===== src/design/tmpm_pkg.sv =====
// Package for the touch-to-mouse pinch mapper.
// Action codes, button codes, register indexes, wheel limits and the sequencer state type.
// No dependencies.
package tmpm_pkg;

  // Pointer ids at or above this value are dropped.
  localparam int MAX_POINTERS = 10;
  localparam int PID_W        = 4;

  // Low byte of the motion action code.
  localparam logic [7:0] ACT_DOWN     = 8'd0;
  localparam logic [7:0] ACT_UP       = 8'd1;
  localparam logic [7:0] ACT_MOVE     = 8'd2;
  localparam logic [7:0] ACT_CANCEL   = 8'd3;
  localparam logic [7:0] ACT_PTR_DOWN = 8'd5;
  localparam logic [7:0] ACT_PTR_UP   = 8'd6;

  // Left button report codes.
  localparam logic [1:0] LEFT_NONE = 2'd0;
  localparam logic [1:0] LEFT_DOWN = 2'd1;
  localparam logic [1:0] LEFT_UP   = 2'd2;

  // Configuration register indexes.
  localparam int         CFG_IDX_W     = 1;
  localparam int         CFG_DATA_W    = 16;
  localparam logic [0:0] REG_THRESHOLD = 1'b0;
  localparam logic [0:0] REG_GAIN      = 1'b1;

  localparam int THR_W  = 16;
  localparam int GAIN_W = 4;

  // Wheel output and its saturation limits.
  localparam int                  WHEEL_W       = 18;
  localparam int                  WHEEL_POS_LIM = 131071;
  localparam int                  WHEEL_NEG_LIM = 131072;
  localparam logic [WHEEL_W-1:0]  WHEEL_MAX_BITS = 18'h1FFFF;
  localparam logic [WHEEL_W-1:0]  WHEEL_MIN_BITS = 18'h20000;

  localparam logic [THR_W-1:0]  THR_RESET  = 16'd160;
  localparam logic [GAIN_W-1:0] GAIN_RESET = 4'd2;

  typedef enum logic [6:0] {
    ST_IDLE = 7'b0000001,
    ST_SQX  = 7'b0000010,
    ST_SQY  = 7'b0000100,
    ST_ROOT = 7'b0001000,
    ST_EVAL = 7'b0010000,
    ST_GAIN = 7'b0100000,
    ST_DONE = 7'b1000000
  } state_t;

endpackage


===== src/design/touch_to_mouse_pinch_mapper.sv =====
// Touch-to-mouse mapper with two-finger pinch zoom, top level.
// Uses tmpm_pkg for codes, limits and the sequencer state type.
//
// Usage:
//   Input channel (in_valid / in_stall): one touch event or soft reset request per
//   transfer. The block raises in_stall while it works on an event.
//   Result channel (out_valid / out_stall): one mouse result per touch event with a
//   valid pointer id; soft resets and dropped pointer ids give no result.
//   Configuration: cfg_we writes pinch threshold (index 0) or wheel gain (index 1).
// Sequence:
//   Without both fingers down, an accepted event goes straight to the final state and
//   its result is loaded into the output register. With both fingers down, one shared
//   multiplier forms the two squares, a one-bit-per-cycle square root follows, then the
//   threshold compare, the gain multiply when the threshold is exceeded, and the result
//   load. The next event is taken in the cycle after the result is in the output
//   register, even while that result is still waiting.
// Reset: synchronous, active low; clears pointers, pinch reference, cursor, button and
//   restores the register defaults. No clearing pass is needed.
// Stall: a stalled result holds in the output register; a finished event waits in its
//   last state until the register frees up.
module touch_to_mouse_pinch_mapper #(
  parameter int COORD_BITS = 12
) (
  input  logic                                  clk,
  input  logic                                  rst_n,
  input  logic                                  cfg_we,
  input  logic [tmpm_pkg::CFG_IDX_W-1:0]        cfg_index,
  input  logic [tmpm_pkg::CFG_DATA_W-1:0]       cfg_data,
  input  logic                                  in_valid,
  output logic                                  in_stall,
  input  logic                                  in_req_type,
  input  logic [15:0]                           in_action,
  input  logic [tmpm_pkg::PID_W-1:0]            in_pointer_id,
  input  logic [COORD_BITS-1:0]                 in_touch_x,
  input  logic [COORD_BITS-1:0]                 in_touch_y,
  output logic                                  out_valid,
  input  logic                                  out_stall,
  output logic [COORD_BITS-1:0]                 out_pos_x,
  output logic [COORD_BITS-1:0]                 out_pos_y,
  output logic signed [COORD_BITS:0]            out_move_dx,
  output logic signed [COORD_BITS:0]            out_move_dy,
  output logic [1:0]                            out_left_state,
  output logic signed [tmpm_pkg::WHEEL_W-1:0]   out_wheel_delta
);

  localparam int CB     = COORD_BITS;
  localparam int SQ_W   = 2 * CB + 1;
  localparam int DIST_W = CB + 5;
  localparam int RAD_W  = 2 * DIST_W;
  localparam int REM_W  = DIST_W + 2;
  localparam int CNT_W  = $clog2(DIST_W);
  localparam int PROD_W = DIST_W + CB;
  localparam int CMP_W  = (DIST_W > tmpm_pkg::THR_W) ? DIST_W : tmpm_pkg::THR_W;
  localparam int MAG_X  = ((DIST_W > tmpm_pkg::WHEEL_W) ? DIST_W : tmpm_pkg::WHEEL_W) + 1;
  localparam logic [tmpm_pkg::PID_W:0] PID_LIMIT = (tmpm_pkg::PID_W + 1)'(tmpm_pkg::MAX_POINTERS);

  tmpm_pkg::state_t state_r, state_nxt;

  logic              slot_act_r [2];
  logic              slot_act_nxt [2];
  logic [CB-1:0]     slot_x_r [2];
  logic [CB-1:0]     slot_x_nxt [2];
  logic [CB-1:0]     slot_y_r [2];
  logic [CB-1:0]     slot_y_nxt [2];

  logic [DIST_W-1:0] last_r, last_nxt;
  logic [CB-1:0]     cur_x_r, cur_x_nxt;
  logic [CB-1:0]     cur_y_r, cur_y_nxt;
  logic              btn_r, btn_nxt;
  logic [tmpm_pkg::THR_W-1:0]  thr_r, thr_nxt;
  logic [tmpm_pkg::GAIN_W-1:0] gain_r, gain_nxt;

  logic [CB-1:0]     res_px_r, res_px_nxt;
  logic [CB-1:0]     res_py_r, res_py_nxt;
  logic [CB:0]       res_dx_r, res_dx_nxt;
  logic [CB:0]       res_dy_r, res_dy_nxt;
  logic [1:0]        res_left_r, res_left_nxt;

  logic [SQ_W-1:0]   acc_r, acc_nxt;
  logic [RAD_W-1:0]  rad_r, rad_nxt;
  logic [REM_W-1:0]  rem_r, rem_nxt;
  logic [DIST_W-1:0] root_r, root_nxt;
  logic [CNT_W-1:0]  cnt_r, cnt_nxt;
  logic [DIST_W-1:0] ad_r, ad_nxt;
  logic              neg_r, neg_nxt;
  logic [DIST_W-1:0] mag_r, mag_nxt;

  logic                        out_valid_r, out_valid_nxt;
  logic [CB-1:0]               out_px_r, out_px_nxt;
  logic [CB-1:0]               out_py_r, out_py_nxt;
  logic [CB:0]                 out_dx_r, out_dx_nxt;
  logic [CB:0]                 out_dy_r, out_dy_nxt;
  logic [1:0]                  out_left_r, out_left_nxt;
  logic [tmpm_pkg::WHEEL_W-1:0] out_wheel_r, out_wheel_nxt;

  // Shared multiplier: squares of the finger spacing, then the wheel gain.
  logic [DIST_W-1:0] mul_a;
  logic [CB-1:0]     mul_b;
  logic [PROD_W-1:0] prod;

  logic [CB:0]       sep_x, sep_y;
  logic [CB-1:0]     abs_x, abs_y;
  logic [SQ_W-1:0]   sq_sum;
  logic [REM_W-1:0]  rem_sh, trial;
  logic [DIST_W:0]   diff;
  logic [DIST_W-1:0] abs_diff;
  logic [MAG_X-1:0]  mag_ext;
  logic [tmpm_pkg::WHEEL_W-1:0] wheel_bits;
  logic [7:0]        act;
  logic              accept, out_free;

  assign act      = in_action[7:0];
  assign in_stall = (state_r != tmpm_pkg::ST_IDLE);
  assign accept   = in_valid && !in_stall;
  assign out_free = !out_valid_r || !out_stall;

  assign sep_x = {1'b0, slot_x_r[0]} - {1'b0, slot_x_r[1]};
  assign sep_y = {1'b0, slot_y_r[0]} - {1'b0, slot_y_r[1]};
  assign abs_x = sep_x[CB] ? CB'(-sep_x) : sep_x[CB-1:0];
  assign abs_y = sep_y[CB] ? CB'(-sep_y) : sep_y[CB-1:0];

  always_comb begin
    mul_a = DIST_W'(abs_x);
    mul_b = abs_x;
    case (state_r)
      tmpm_pkg::ST_SQY: begin
        mul_a = DIST_W'(abs_y);
        mul_b = abs_y;
      end
      tmpm_pkg::ST_GAIN: begin
        mul_a = ad_r;
        mul_b = CB'(gain_r);
      end
      default: begin
        mul_a = DIST_W'(abs_x);
        mul_b = abs_x;
      end
    endcase
  end

  assign prod   = PROD_W'(mul_a) * PROD_W'(mul_b);
  assign sq_sum = acc_r + SQ_W'(prod);

  // One root bit per cycle: bring down two radicand bits and try root*4+1.
  assign rem_sh = {rem_r[DIST_W-1:0], rad_r[RAD_W-1 -: 2]};
  assign trial  = {root_r, 2'b01};

  assign diff     = {1'b0, root_r} - {1'b0, last_r};
  assign abs_diff = diff[DIST_W] ? DIST_W'(-diff) : diff[DIST_W-1:0];

  // Negate and saturate the wheel magnitude.
  always_comb begin
    mag_ext = MAG_X'(mag_r);
    if (!neg_r) begin
      if (mag_ext > MAG_X'(tmpm_pkg::WHEEL_POS_LIM)) begin
        wheel_bits = tmpm_pkg::WHEEL_MAX_BITS;
      end else begin
        wheel_bits = tmpm_pkg::WHEEL_W'(mag_ext);
      end
    end else begin
      if (mag_ext > MAG_X'(tmpm_pkg::WHEEL_NEG_LIM)) begin
        wheel_bits = tmpm_pkg::WHEEL_MIN_BITS;
      end else begin
        wheel_bits = tmpm_pkg::WHEEL_W'(-mag_ext);
      end
    end
  end

  always_comb begin
    state_nxt    = state_r;
    for (int i = 0; i < 2; i++) begin
      slot_act_nxt[i] = slot_act_r[i];
      slot_x_nxt[i]   = slot_x_r[i];
      slot_y_nxt[i]   = slot_y_r[i];
    end
    last_nxt     = last_r;
    cur_x_nxt    = cur_x_r;
    cur_y_nxt    = cur_y_r;
    btn_nxt      = btn_r;
    thr_nxt      = thr_r;
    gain_nxt     = gain_r;
    res_px_nxt   = res_px_r;
    res_py_nxt   = res_py_r;
    res_dx_nxt   = res_dx_r;
    res_dy_nxt   = res_dy_r;
    res_left_nxt = res_left_r;
    acc_nxt      = acc_r;
    rad_nxt      = rad_r;
    rem_nxt      = rem_r;
    root_nxt     = root_r;
    cnt_nxt      = cnt_r;
    ad_nxt       = ad_r;
    neg_nxt      = neg_r;
    mag_nxt      = mag_r;
    out_px_nxt    = out_px_r;
    out_py_nxt    = out_py_r;
    out_dx_nxt    = out_dx_r;
    out_dy_nxt    = out_dy_r;
    out_left_nxt  = out_left_r;
    out_wheel_nxt = out_wheel_r;
    out_valid_nxt = out_valid_r && out_stall;

    if (cfg_we) begin
      case (cfg_index)
        tmpm_pkg::REG_THRESHOLD: thr_nxt  = cfg_data[tmpm_pkg::THR_W-1:0];
        tmpm_pkg::REG_GAIN:      gain_nxt = cfg_data[tmpm_pkg::GAIN_W-1:0];
        default: ;
      endcase
    end

    case (state_r)
      tmpm_pkg::ST_IDLE: begin
        if (accept) begin
          if (in_req_type) begin
            for (int i = 0; i < 2; i++) begin
              slot_act_nxt[i] = 1'b0;
            end
            last_nxt = '0;
            btn_nxt  = 1'b0;
          end else if ({1'b0, in_pointer_id} < PID_LIMIT) begin
            if (in_pointer_id[tmpm_pkg::PID_W-1:1] == '0) begin
              case (act)
                tmpm_pkg::ACT_DOWN, tmpm_pkg::ACT_PTR_DOWN: begin
                  slot_act_nxt[in_pointer_id[0]] = 1'b1;
                  slot_x_nxt[in_pointer_id[0]]   = in_touch_x;
                  slot_y_nxt[in_pointer_id[0]]   = in_touch_y;
                end
                tmpm_pkg::ACT_UP, tmpm_pkg::ACT_PTR_UP, tmpm_pkg::ACT_CANCEL: begin
                  slot_act_nxt[in_pointer_id[0]] = 1'b0;
                end
                tmpm_pkg::ACT_MOVE: begin
                  slot_x_nxt[in_pointer_id[0]] = in_touch_x;
                  slot_y_nxt[in_pointer_id[0]] = in_touch_y;
                end
                default: ;
              endcase
            end

            if (in_pointer_id == '0) begin
              res_px_nxt = in_touch_x;
              res_py_nxt = in_touch_y;
              res_dx_nxt = {1'b0, in_touch_x} - {1'b0, cur_x_r};
              res_dy_nxt = {1'b0, in_touch_y} - {1'b0, cur_y_r};
              cur_x_nxt  = in_touch_x;
              cur_y_nxt  = in_touch_y;
              case (act)
                tmpm_pkg::ACT_DOWN: begin
                  res_left_nxt = tmpm_pkg::LEFT_DOWN;
                  btn_nxt      = 1'b1;
                end
                tmpm_pkg::ACT_UP: begin
                  res_left_nxt = tmpm_pkg::LEFT_UP;
                  btn_nxt      = 1'b0;
                end
                tmpm_pkg::ACT_MOVE: begin
                  res_left_nxt = btn_r ? tmpm_pkg::LEFT_DOWN : tmpm_pkg::LEFT_UP;
                end
                default: begin
                  res_left_nxt = tmpm_pkg::LEFT_NONE;
                end
              endcase
            end else begin
              res_px_nxt   = cur_x_r;
              res_py_nxt   = cur_y_r;
              res_dx_nxt   = '0;
              res_dy_nxt   = '0;
              res_left_nxt = btn_r ? tmpm_pkg::LEFT_DOWN : tmpm_pkg::LEFT_UP;
            end

            neg_nxt = 1'b0;
            mag_nxt = '0;
            if (slot_act_nxt[0] && slot_act_nxt[1]) begin
              state_nxt = tmpm_pkg::ST_SQX;
            end else begin
              last_nxt  = '0;
              state_nxt = tmpm_pkg::ST_DONE;
            end
          end
        end
      end

      tmpm_pkg::ST_SQX: begin
        acc_nxt   = SQ_W'(prod);
        state_nxt = tmpm_pkg::ST_SQY;
      end

      tmpm_pkg::ST_SQY: begin
        // Radicand is the squared spacing times 256, so the root comes out in Q.4.
        rad_nxt   = RAD_W'(sq_sum) << 8;
        rem_nxt   = '0;
        root_nxt  = '0;
        cnt_nxt   = CNT_W'(DIST_W - 1);
        state_nxt = tmpm_pkg::ST_ROOT;
      end

      tmpm_pkg::ST_ROOT: begin
        rad_nxt = rad_r << 2;
        if (rem_sh >= trial) begin
          rem_nxt  = rem_sh - trial;
          root_nxt = {root_r[DIST_W-2:0], 1'b1};
        end else begin
          rem_nxt  = rem_sh;
          root_nxt = {root_r[DIST_W-2:0], 1'b0};
        end
        if (cnt_r == '0) begin
          state_nxt = tmpm_pkg::ST_EVAL;
        end else begin
          cnt_nxt = cnt_r - 1'b1;
        end
      end

      tmpm_pkg::ST_EVAL: begin
        // A zero reference means none is held yet: take this distance as the reference.
        if (last_r == '0) begin
          last_nxt  = root_r;
          state_nxt = tmpm_pkg::ST_DONE;
        end else if (CMP_W'(abs_diff) > CMP_W'(thr_r)) begin
          last_nxt  = root_r;
          ad_nxt    = abs_diff;
          neg_nxt   = diff[DIST_W];
          state_nxt = tmpm_pkg::ST_GAIN;
        end else begin
          state_nxt = tmpm_pkg::ST_DONE;
        end
      end

      tmpm_pkg::ST_GAIN: begin
        mag_nxt   = DIST_W'(prod >> 4);
        state_nxt = tmpm_pkg::ST_DONE;
      end

      tmpm_pkg::ST_DONE: begin
        if (out_free) begin
          out_valid_nxt = 1'b1;
          out_px_nxt    = res_px_r;
          out_py_nxt    = res_py_r;
          out_dx_nxt    = res_dx_r;
          out_dy_nxt    = res_dy_r;
          out_left_nxt  = res_left_r;
          out_wheel_nxt = wheel_bits;
          state_nxt     = tmpm_pkg::ST_IDLE;
        end
      end

      default: begin
        state_nxt = tmpm_pkg::ST_IDLE;
      end
    endcase
  end

  always_ff @(posedge clk) begin
    if (!rst_n) begin
      state_r     <= tmpm_pkg::ST_IDLE;
      slot_act_r[0] <= 1'b0;
      slot_act_r[1] <= 1'b0;
      last_r      <= '0;
      cur_x_r     <= '0;
      cur_y_r     <= '0;
      btn_r       <= 1'b0;
      thr_r       <= tmpm_pkg::THR_RESET;
      gain_r      <= tmpm_pkg::GAIN_RESET;
      out_valid_r <= 1'b0;
    end else begin
      state_r     <= state_nxt;
      slot_act_r[0] <= slot_act_nxt[0];
      slot_act_r[1] <= slot_act_nxt[1];
      last_r      <= last_nxt;
      cur_x_r     <= cur_x_nxt;
      cur_y_r     <= cur_y_nxt;
      btn_r       <= btn_nxt;
      thr_r       <= thr_nxt;
      gain_r      <= gain_nxt;
      out_valid_r <= out_valid_nxt;
    end
  end

  always_ff @(posedge clk) begin
    for (int i = 0; i < 2; i++) begin
      slot_x_r[i] <= slot_x_nxt[i];
      slot_y_r[i] <= slot_y_nxt[i];
    end
    res_px_r    <= res_px_nxt;
    res_py_r    <= res_py_nxt;
    res_dx_r    <= res_dx_nxt;
    res_dy_r    <= res_dy_nxt;
    res_left_r  <= res_left_nxt;
    acc_r       <= acc_nxt;
    rad_r       <= rad_nxt;
    rem_r       <= rem_nxt;
    root_r      <= root_nxt;
    cnt_r       <= cnt_nxt;
    ad_r        <= ad_nxt;
    neg_r       <= neg_nxt;
    mag_r       <= mag_nxt;
    out_px_r    <= out_px_nxt;
    out_py_r    <= out_py_nxt;
    out_dx_r    <= out_dx_nxt;
    out_dy_r    <= out_dy_nxt;
    out_left_r  <= out_left_nxt;
    out_wheel_r <= out_wheel_nxt;
  end

  assign out_valid       = out_valid_r;
  assign out_pos_x       = out_px_r;
  assign out_pos_y       = out_py_r;
  assign out_move_dx     = $signed(out_dx_r);
  assign out_move_dy     = $signed(out_dy_r);
  assign out_left_state  = out_left_r;
  assign out_wheel_delta = $signed(out_wheel_r);

  // The square root only runs while both fingers are down.
  a_root_needs_two_fingers: assert property (@(posedge clk) disable iff (!rst_n)
    state_r == tmpm_pkg::ST_ROOT |-> slot_act_r[0] && slot_act_r[1])
    else $error("pinch root running without two active pointers");

  // A dropped pointer id starts no work.
  a_dropped_id_idle: assert property (@(posedge clk) disable iff (!rst_n)
    accept && !in_req_type && ({1'b0, in_pointer_id} >= PID_LIMIT)
    |=> state_r == tmpm_pkg::ST_IDLE)
    else $error("dropped pointer id started processing");

  // A soft reset leaves no finger down and no pinch reference.
  a_soft_reset_clears: assert property (@(posedge clk) disable iff (!rst_n)
    accept && in_req_type |=> !slot_act_r[0] && !slot_act_r[1] && last_r == '0)
    else $error("soft reset left touch state behind");

  // A new result only enters the output register from the final state.
  a_result_from_done: assert property (@(posedge clk) disable iff (!rst_n)
    $rose(out_valid_r) |-> $past(state_r) == tmpm_pkg::ST_DONE)
    else $error("result loaded outside the final state");

endmodule


===== config.mk =====
export PLATFORM = sky130hd
export DESIGN_NAME = touch_to_mouse_pinch_mapper
export DESIGN_NICKNAME = d
export VERILOG_FILES = /design/src/design/tmpm_pkg.sv /design/src/design/touch_to_mouse_pinch_mapper.sv
export SDC_FILE = /design/constraint.sdc
export NUM_CORES = 1
export LEC_CHECK = 0
export ABC_AREA = 1
export BUFFER_PORTS_ARGS = -buffer_cell sky130_fd_sc_hd__buf_2
export CORE_UTILIZATION = 55
export CTS_CLUSTER_SIZE = 25
export DETAILED_ROUTE_END_ITERATION = 10
export PLACE_DENSITY = 0.75
export SLEW_MARGIN = 20
export SYNTH_ARGS = -nofsm -noshare
export SYNTH_HDL_FRONTEND = slang
export SYNTH_SLANG_ARGS = --single-unit
export TNS_END_PERCENT = 1

===== constraint.sdc =====
create_clock -name clk -period 10 [get_ports clk]
set_clock_uncertainty 0.05 [all_clocks]
set_input_delay 0.5 -clock clk [delete_from_list [all_inputs] [get_ports clk]]
set_output_delay 0.5 -clock clk [all_outputs]
set_load 0.03 [all_outputs]

## Word level (Yosys, flattened, before mapping)

Memory sizes are Yosys's and may differ from the RTL's.
Index checks and enable logic that the tools add are counted.

| word-level totals | value |
|---|---|
| bits in registers | 325 |
| bits in writable memories | 50 |
| input bits | 67 |
| output and inout bits | 72 |
| memories | 3 |

Memories:

| name | depth | bits a word | rd ports | clocked after Yosys merged registers in | write ports | RTL line | RTL |
|---|---|---|---|---|---|---|---|
| slot_x_r | 2 | 12 | 2 | 0 | 2 | touch_to_mouse_pinch_mapper.sv:61 | `logic [CB-1:0] slot_x_r [2];` |
| slot_y_r | 2 | 12 | 2 | 0 | 2 | touch_to_mouse_pinch_mapper.sv:63 | `logic [CB-1:0] slot_y_r [2];` |
| slot_act_r | 2 | 1 | 2 | 0 | 2 | touch_to_mouse_pinch_mapper.sv:59 | `logic slot_act_r [2];` |

| operators by class | value |
|---|---|
| $add $sub $neg | 12 |
| multipliers | 1 |
| magnitude comparators | 5 |
| equality and inequality tests | 24 |
| mux-type cells | 82 |
| bitwise gates (word level) | 9 |
| reduce and logical (&&, ||, !) cells | 33 |

Operators by type and width:

| operator | number |
|---|---|
| 2-to-1 mux 24 bit | 12 |
| 2-to-1 mux 17 bit | 12 |
| case mux 17 bit (2 select lines) | 5 |
| case mux 34 bit (2 select lines) | 1 |
| 2-to-1 mux 12 bit | 5 |
| 2-to-1 mux 7 bit | 8 |
| subtractor 12 x 12 -> 13 bit | 4 |
| case mux 7 bit (7 select lines) | 1 |
| bitwise mux 24 bit | 2 |
| adder 25 bit | 1 |
| multiplier 17 x 12 -> 25 bit | 1 |
| negator 12 bit | 2 |
| case mux 12 bit (2 select lines) | 1 |
| 2-to-1 mux 2 bit | 11 |
| greater-or-equal comparator 19 bit | 1 |
| negator 17 -> 18 bit | 1 |
| subtractor 17 x 17 -> 18 bit | 1 |
| > comparator 17 x 16 -> 1 bit | 1 |
| zero test 17 bit | 1 |
| negator 17 bit | 1 |
| subtractor 17 bit | 1 |
| == test 8 x 2 -> 1 bit (second input constant) | 2 |
| == test 8 x 3 -> 1 bit (second input constant) | 2 |
| 2-to-1 mux 1 bit | 16 |
| other kinds (44) | 73 |

## Logic depth before layout (Yosys ltp)

Gate-level depths: netlist of the first run.

| logic depth | value |
|---|---|
| word-level depth | 19 |
| gate-level depth with buffers | 53 |

## Worst setup path after synthesis of the first run

Ideal clock, no wire load.

| timing path | value |
|---|---|
| path kind | register to register |
| start point | memory slot_y_r[0][12] in the netlist's numbering |
| end point | register rad_r[32], data pin |
| library setup time | 254 ps |
| data arrival time | 8170 ps |
| required time | 9696 ps |
| slack | 1526 ps |
| cell stages (with the launch flop) | 50 |
| clock period less this slack | 8474 ps |
| cell sequence | edfxtp_1 > ha_1 > fa_1 > inv_1 > nand2_1 > nand2_1 > o21ai_2 > o21ai_2 > nand2_1 > nand2_1 > nand2_1 > and3_1 > buf_2 > nand2_1 > nand2_1 > nand3_1 > nand2_1 > a21oi_1 > [... 14 more ...] > a21oi_1 > o21ai_0 > nand2_1 > o211ai_1 > a21oi_1 > o21ai_0 > xor2_1 > ha_1 > nand2_1 > nor4_1 > nand4_1 > nand3_1 > nand4_1 > nand3_1 > xor2_1 > or2_2 > nand3_1 > nand2_1 |

RTL lines:

| element | RTL line | RTL |
|---|---|---|
| start, declared | touch_to_mouse_pinch_mapper.sv:63 |  |
| end signal, assigned | touch_to_mouse_pinch_mapper.sv:388 | `rad_r <= rad_nxt;` |
| end, declared | touch_to_mouse_pinch_mapper.sv:80 | `logic [RAD_W-1:0] rad_r, rad_nxt;` |

==> summary.md, run 1 <==
| Metric | Value |
|---|---|
| Area post-placement | 26,800 um^2 |
| FFs w/ async S/R, synth | 0 |
| Max Fclk | 0.108 GHz |
| Synth Warn # | 0 |
| GRT Total Usage | 0.248 |
| Share of power burned in registers | 0.424 |
| Pwr Total | 4.21 mW |
| R2R Path End | rad_r[31]$_DFFE_PP_ |
| HPWL Detailed | 43.7 mm |
| DRT Wirelength | 56.6 mm |
| H-tree depth | 2 |
| # nets final | 3,360 |
| First-pass GRT wire length | 94.1 mm |
| Slew Viols, Final | 0 |
| Area of the core | 45,400 um^2 |
| GPL Wtd Cong | 0.929 |
| Pin count of the biggest net entering global routing | 62 |
| Synth cell count leaders | 513 x inv_1, 501 x nand2_1, 295 x edfxtp_1, 211 x nor2_1, 197 x a21oi_1 |
| Sw Share | 0.288 |
| Cell internal pwr | 3.00 mW |
| Worst Hold End | slot_y_r[0][0]$_DFFE_PP_ |
| Final worst-path cycle share | 0.927 |
| DIE WIDTH | 217 um |
| FP Rows | 78 |
| CTS max path bufs | 3 |
| Share of the synthesized area in the top cell type | 0.349 |
| Overflow after GRT | 0 |
| 1st-iter DRT viols | 1,275 |
| Number of antenna violations at the first check in global routing | 2 |
| Endpoint class of the critical path | flop |
| Layout Cells excl Fill | 3,596 |
| Fin Setup TNS | 0 ns |
| Sequential fraction of the synthesis area | 0.406 |
| Clock share of power | 0.359 |
| Finished Cell Area | 28,200 um^2 |
| Worst-Margin Slew | 1.11 ns |
| Detailed Routing Iterations Pass 1 | 5 |
| R2R Setup Slk | 0.73 ns |
| CTS Buf Count | 41 |
| RR Startpoint | slot_y_r[0][12]$_DFFE_PP_ |
| Critical path required time | 10.28 ns |
| Clock transition at path regs | 0.06 ns |
| LEAKAGE | 12.7 nW |
| Switching power | 1.21 mW |
| Post-Syn Area | 25,400 um^2 |
| Final ANT Viol Nets | 0 |
| Io pins | 139 |
| Post-synth EDFFs | 295 |
| CP delay by family, top | adder cells |
| Outcome | complete, no violations |
| Hold path start | in_touch_y[0] |
| Setup Crit Path Kind | reg -> reg |
| RSZ-0062 raised after global routing | false |
| Full die area | 47,000 um^2 |
| Vias per cell | 5.37 |
| Final setup fails | 0 |
| R2R cell count | 43 |
| Worst slack, placed | 0.502 ns |
| Number of global-route vias before repair | 19,700 |
| Synth Area per Inst | 9.07 um^2 |
| I/O Buffers | 130 |
| Die height | 217 um |
| Final min period | 9.27 ns |
| Most frequent cell after synthesis | inv_1 |
| Register bit total from synthesis | 367 |
| Data arrival time of the critical path | 9.55 ns |
| Via count | 19,300 |
| Crit path top cell by count | nand2_1 |
| Max incr delay on CP | 0.55 ns |
| Clock root buffer | clkbuf_16 |
| Initial Util | 0.559 |
| Slew margin rel. | 0.262 |
| Worst Path Max Fanout | 11 |
| Final hold vios | 0 |
| Crit start category | flop |
| Hold depth | 1 |
| Combinational power share | 0.217 |
| Power Dens Cells | 149 nW/um^2 |
| Max-cap viol count | 0 |
| Largest area contributor in the netlist | edfxtp_1 |
| Buf+Inv Stages, Crit Path | 5 |
| Synth Flop Type | edfxtp_1 |
| Share of layout cells above drive strength 1 | 0.110 |
| Routed WL per cell | 15.7 um |
| CTS sink cnt | 367 |
| Slowest-stage cell, CP | fa_1 |
| Area contributors post-synth | edfxtp_1 35%, fa_1 12%, ha_1 8.9% |
| Maximum vdd drop | 0.128 mV |
| Hold Path Class | in -> reg |
| Clk_lat worst skew | 0.56 ns |
| Worst setup margin | 0.730 ns |
| Number of fill cells | 3,767 |
| Count of different cell masters after synthesis | 56 |
| DR DRC count | 0 |
| Gate Count Post-Synth | 2,796 |
| CTS tree | built |
| Post-CTS Hold Fix Bufs | 0 |
| Post-Place Cells | 3,515 |
| Area grow syn2layout | 11.3% |
==> sequential cells by signal (all words and copies together) (netlist names), 16 cells and up <==
signal and count:
rad_r 26, thr_r 16, ad_r 17, root_r 17
rem_r 17, out_wheel_delta 18, last_r 17, acc_r 25
mag_r 17, slot_x_r 24, slot_y_r 24
==> cell usage in the layout, fill, tap and decap left out, drive strengths merged, types with 13 or more instances in the layout <==
cell type and instances:
nand4 23, nand2 532, a211oi 27, xor2 70, ha 180, a21oi 211
nor3 27, clkbuf 47, a21o 13, clkinv 18, conb 30, dfxtp 72
nand3 92, nor2 220, inv 532, nor4 16, xnor2 31, edfxtp 295
a31oi 15, o21ai 170, or2 18, fa 151, buf 146
==> per-stage QoR <==
step                      utilization  hold WS [ns]
final                           0.622         0.114
after detailed placement        0.590         0.355
after global placement          0.590         0.354
after CTS                       0.620        0.0860
after global routing            0.622         0.101
after floorplan                     -         0.350
==> worst max-delay path by stage <==
stage          slack (ns)                      start                  end  depth (start not counted)
2_1_floorplan        1.53  slot_y_r[0][12]$_DFFE_PP_  rad_r[32]$_DFFE_PP_                         49
3_3_place_gp         0.72   slot_x_r[0][0]$_DFFE_PP_  rad_r[32]$_DFFE_PP_                         44
3_5_place_dp         0.50   slot_x_r[0][0]$_DFFE_PP_  rad_r[32]$_DFFE_PP_                         47
4_1_cts              0.43   slot_x_r[0][0]$_DFFE_PP_  rad_r[32]$_DFFE_PP_                         47
5_1_grt              0.03   slot_x_r[0][0]$_DFFE_PP_  rad_r[32]$_DFFE_PP_                         44
6_report             0.73  slot_y_r[0][12]$_DFFE_PP_  rad_r[31]$_DFFE_PP_                         43
==> layout make-up <==
type | instances | area, um^2 | share of cell area
Inverter | 532 | 2000 | 0.0709
Multi-Input combinational cell | 1874 | 13100 | 0.462
Timing Repair Buffer | 146 | 771 | 0.0273
Tap cell | 600 | 751 | 0.0266
Clock inverter | 28 | 280 | 0.00993
Antenna cell | 2 | 5.00 | 0.000177
Clock buffer | 47 | 1070 | 0.0379
Sequential cell | 367 | 10300 | 0.365
==> cells by family (layout without fill, tap and decap cells) <==
logic type      count (synthesis)  in the layout  share of synthesized area
flops                         367            367                      0.406
fa+ha+maj                     331            331                      0.208
xor+xnor                      101            101                     0.0355
compound gates                468            468                      0.103
other cells                     2             32                   0.000296
simple gates                  944            944                      0.159
buf+inv                       583            753                     0.0875
==> routing by layer <==
| metal | vias to the layer above | routed length (um) | GRT usage |
|---|---|---|---|
| met5 | - | 0 | 0 |
| met4 | 0 | 1810 | 0.0901 |
| met3 | 117 | 2910 | 0.0386 |
| met2 | 549 | 27900 | 0.432 |
| met1 | 9215 | 23900 | 0.311 |
| li1 | 9429 | - | - |
==> repair_timing <==
action	in CTS	in global routing
gates resized for setup	0	21
setup buffers	0	4
endpoints found under the setup margin	0	6
==> power by group through the flow <==
stage | clock network [mW] | registers [mW] | logic, mW
global placement | 0 | 1.82 | 0.857
finish | 1.51 | 1.79 | 0.914
floorplan | 0 | 1.83 | 0.665
CTS | 1.53 | 1.79 | 0.910
detailed placement | 0 | 1.82 | 0.898
global route | 1.59 | 1.79 | 1.04
Note: power is estimated with default switching activity, not from simulation.
==> run 2: changes to the inputs <==
PLACE_DENSITY = 0.78   (was 0.75)
SLEW_MARGIN = 25   (was 20)
clock period = 7.7 ns   (was 10 ns; I/O delays follow)
==> run 2 against run 1 <==
Against the previous run:
- global-route usage is 4.2 points higher
- power grew 43%
- combinational power increased by 76%
- critical path depth is 1 higher
- largest cell class unchanged
- the flow now finishes with violations (setup timing)
- worst hold slack worse by 0.098 ns
- die area unchanged
==> summary.md, run 2 (synthesis results as in run 1) <==
| Metric | Value |
|---|---|
| Maximum vdd drop | 0.221 mV (+73%) |
| Max reg flops | 26 (unchanged) |
| Worst hold slack | 0.0155 ns (-0.0982 ns) |
| Fin Setup TNS | -7.31 ns (-7.31 ns) |
| Most common cell after layout, fill and taps aside | inv_1 |
| Failing checks | setup timing |
| Clock root buffer | clkbuf_16 |
| Data arrival time of the critical path | 8.76 ns (-0.79 ns) |
| Number of global-route vias before repair | 21,400 (+8.5%) |
| Slew Viols, Final | 0 (unchanged) |
| DR DRC count | 0 (unchanged) |
| Detailed Routing Iterations Pass 1 | 5 (unchanged) |
| Endpoint class of the critical path | flop |
| Area grow syn2layout | 25.0% |
| Slew margin rel. | 0.296 (+0.0343) |
| # nets final | 3,663 (+9.0%) |
| Area post-placement | 28,800 um^2 (+7.6%) |
| Finished Cell Area | 31,700 um^2 (+12%) |
| Combinational power share | 0.268 (+0.051) |
| Hold path start | in_touch_y[3] |
| Cell internal pwr | 4.26 mW (+42%) |
| Initial Util | 0.559 (unchanged) |
| Worst Hold End | slot_y_r[0][3]$_DFFE_PP_ |
| I/O Buffers | 130 (unchanged) |
| Most frequent cells in the layout | 488 x inv_1, 456 x nand2_1, 295 x edfxtp_1 |
| Worst-Margin Slew | 1.06 ns (-0.0515 ns) |
| Final ANT Viol Nets | 0 (unchanged) |
| Via count | 20,800 (+7.9%) |
| First-pass GRT wire length | 108 mm (+15%) |
| 1st-iter DRT viols | 1,578 (+24%) |
| GPL Wtd Cong | 0.915 (-1.6%) |
| Die height | 217 um (unchanged) |
| Max Fclk | 0.118 GHz (+9.2%) |
| Pwr Total | 6.01 mW (+43%) |
| Max incr delay on CP | 0.59 ns (+0.04 ns) |
| Share of power burned in registers | 0.386 (-0.038) |
| GRT Total Usage | 0.289 (+0.0417) |
| CTS max path bufs | 3 (unchanged) |
| CTS sink cnt | 367 (unchanged) |
| Outcome | finished with violations |
| Critical path required time | 7.97 ns (-2.31 ns) |
| Share of layout cells above drive strength 1 | 0.236 (+0.126) |
| Most flop-heavy register | rad_r |
| Area of the core | 45,400 um^2 (unchanged) |
| Switching power | 1.76 mW (+45%) |
| DIE WIDTH | 217 um (unchanged) |
| Power Dens Cells | 190 nW/um^2 (+27%) |
| Clk_lat worst skew | 0.58 ns (+0.02 ns) |
| Worst setup margin | -0.793 ns (-1.52 ns) |
| Vias per cell | 5.34 (-0.53%) |
| Slowest-stage cell, CP | fa_1 |
| R2R Path End | rad_r[32]$_DFFE_PP_ |
| Number of fill cells | 3,381 (-10%) |
| Hold depth | 1 (unchanged) |
| RSZ-0062 raised after global routing | true |
| Routed WL per cell | 17.1 um (+8.9%) |
| R2R Setup Slk | -0.79 ns (-1.52 ns) |
| HPWL Detailed | 49.6 mm (+13%) |
| Hold Path Class | in -> reg |
| H-tree depth | 2 (unchanged) |
| Pin count of the biggest net entering global routing | 71 (+15%) |
| CTS Buf Count | 40 (-2.4%) |
| Worst Path Max Fanout | 4 (-7) |
| DRT Wirelength | 66.8 mm (+18%) |
| FP Rows | 78 (unchanged) |
| LEAKAGE | 14.4 nW (+13%) |
| Final setup fails | 16 (+16) |
| CTS tree | built |
| R2R cell count | 44 (+2.3%) |
| Overflow after GRT | 0 (unchanged) |
| Final min period | 8.49 ns (-0.777 ns) |
| Crit path top cell by count | nand2_1 |
| Number of antenna violations at the first check in global routing | 6 (+4) |
| Final hold vios | 0 (unchanged) |
| Clock share of power | 0.346 (-0.013) |
| Full die area | 47,000 um^2 (unchanged) |
| Setup Crit Path Kind | reg -> reg |
| Final worst-path cycle share | 1.10 (+0.176) |
| Io pins | 139 (unchanged) |
| Clock transition at path regs | 0.06 ns (about the same) |
| RR Startpoint | slot_x_r[0][12]$_DFFE_PP_ |
| Crit start category | flop |
| Sw Share | 0.292 (+0.00369) |
| Worst slack, placed | -0.921 ns (-1.42 ns) |
| Top flop regs | rad_r x26, acc_r x25 |
| Max-cap viol count | 0 (unchanged) |
==> run 2: cell types whose count changed in the layout (fill, tap and decap cells not counted), moves of 16 or more <==
cell,change
a21oi_1,-21
ha_1,-23
ha_4,+21
buf_4,+260
inv_1,-18
dlygate4sd3_1,+21
buf_6,+16
nand2_2,+30
nand2_1,-44
a21oi_2,+18
==> run 2: layout make-up <==
class | instances | area (um^2) | area share
inverters | 532 | 2020 | 0.0637
multi-input cells | 1874 | 13900 | 0.439
clock inverters | 27 | 383 | 0.0121
repair buffers | 450 | 3260 | 0.103
flip-flops and latches | 367 | 10300 | 0.325
clock buffers | 46 | 1040 | 0.0329
diodes | 6 | 15.0 | 0.000474
well taps | 600 | 751 | 0.0237
==> run 2: critical path: cells and delay by family (launching register included) <==
kind,cells,cell delay [ns]
compound gates,5,0.64
xor+xnor,2,0.41
fa+ha+maj,9,3.75
buf+inv,10,0.98
flops,1,0.41
simple gates,18,1.99
==> run 2: per-layer routing <==
| metal | track usage | share of wire | up-vias |
|---|---|---|---|
| met2 | 0.499 | 0.50 | 623 |
| li1 | - | - | 10000 |
| met5 | 0 | 0 | - |
| met3 | 0.0465 | 0.058 | 133 |
| met4 | 0.0866 | 0.029 | 0 |
| met1 | 0.374 | 0.42 | 10000 |
==> run 2: how the worst max path moves through the flow <==
stage | startpoint | to | slack (ns)
3_3_place_gp | slot_y_r[0][12]$_DFFE_PP_ | rad_r[32]$_DFFE_PP_ | -0.66
2_1_floorplan | slot_y_r[0][12]$_DFFE_PP_ | rad_r[32]$_DFFE_PP_ | -0.23
3_5_place_dp | slot_x_r[0][0]$_DFFE_PP_ | rad_r[31]$_DFFE_PP_ | -0.92
6_report | slot_x_r[0][12]$_DFFE_PP_ | rad_r[32]$_DFFE_PP_ | -0.79
4_1_cts | slot_y_r[0][12]$_DFFE_PP_ | rad_r[31]$_DFFE_PP_ | -0.55
5_1_grt | slot_x_r[0][0]$_DFFE_PP_ | rad_r[32]$_DFFE_PP_ | -1.24
==> run 2: power by group through the flow <==
stage	clock [mW]	combinational (mW)	sequential [mW]
floorplan	0	0.889	2.38
global placement	0	1.32	2.36
detailed placement	0	1.38	2.36
CTS	2.10	1.50	2.32
global route	2.19	1.77	2.33
finish	2.08	1.61	2.32
==> run 2: repair_timing <==
| action | CTS | global route |
|---|---|---|
| endpoints found under the hold margin | 37 | 0 |
| hold buffers | 21 | 0 |
| buffers inserted | 37 | 14 |
| cloned | 1 | 0 |
| endpoints found under the setup margin | 16 | 23 |
| pin swaps | 149 | 49 |
| gates resized for setup | 147 | 38 |
==> run 2: through the flow <==
stage	std cells	util
5_1_grt	3902	0.698
6_report	3902	0.698
3_3_place_gp	3750	0.635
4_1_cts	3882	0.692
2_1_floorplan	2824	-
3_5_place_dp	3750	0.635
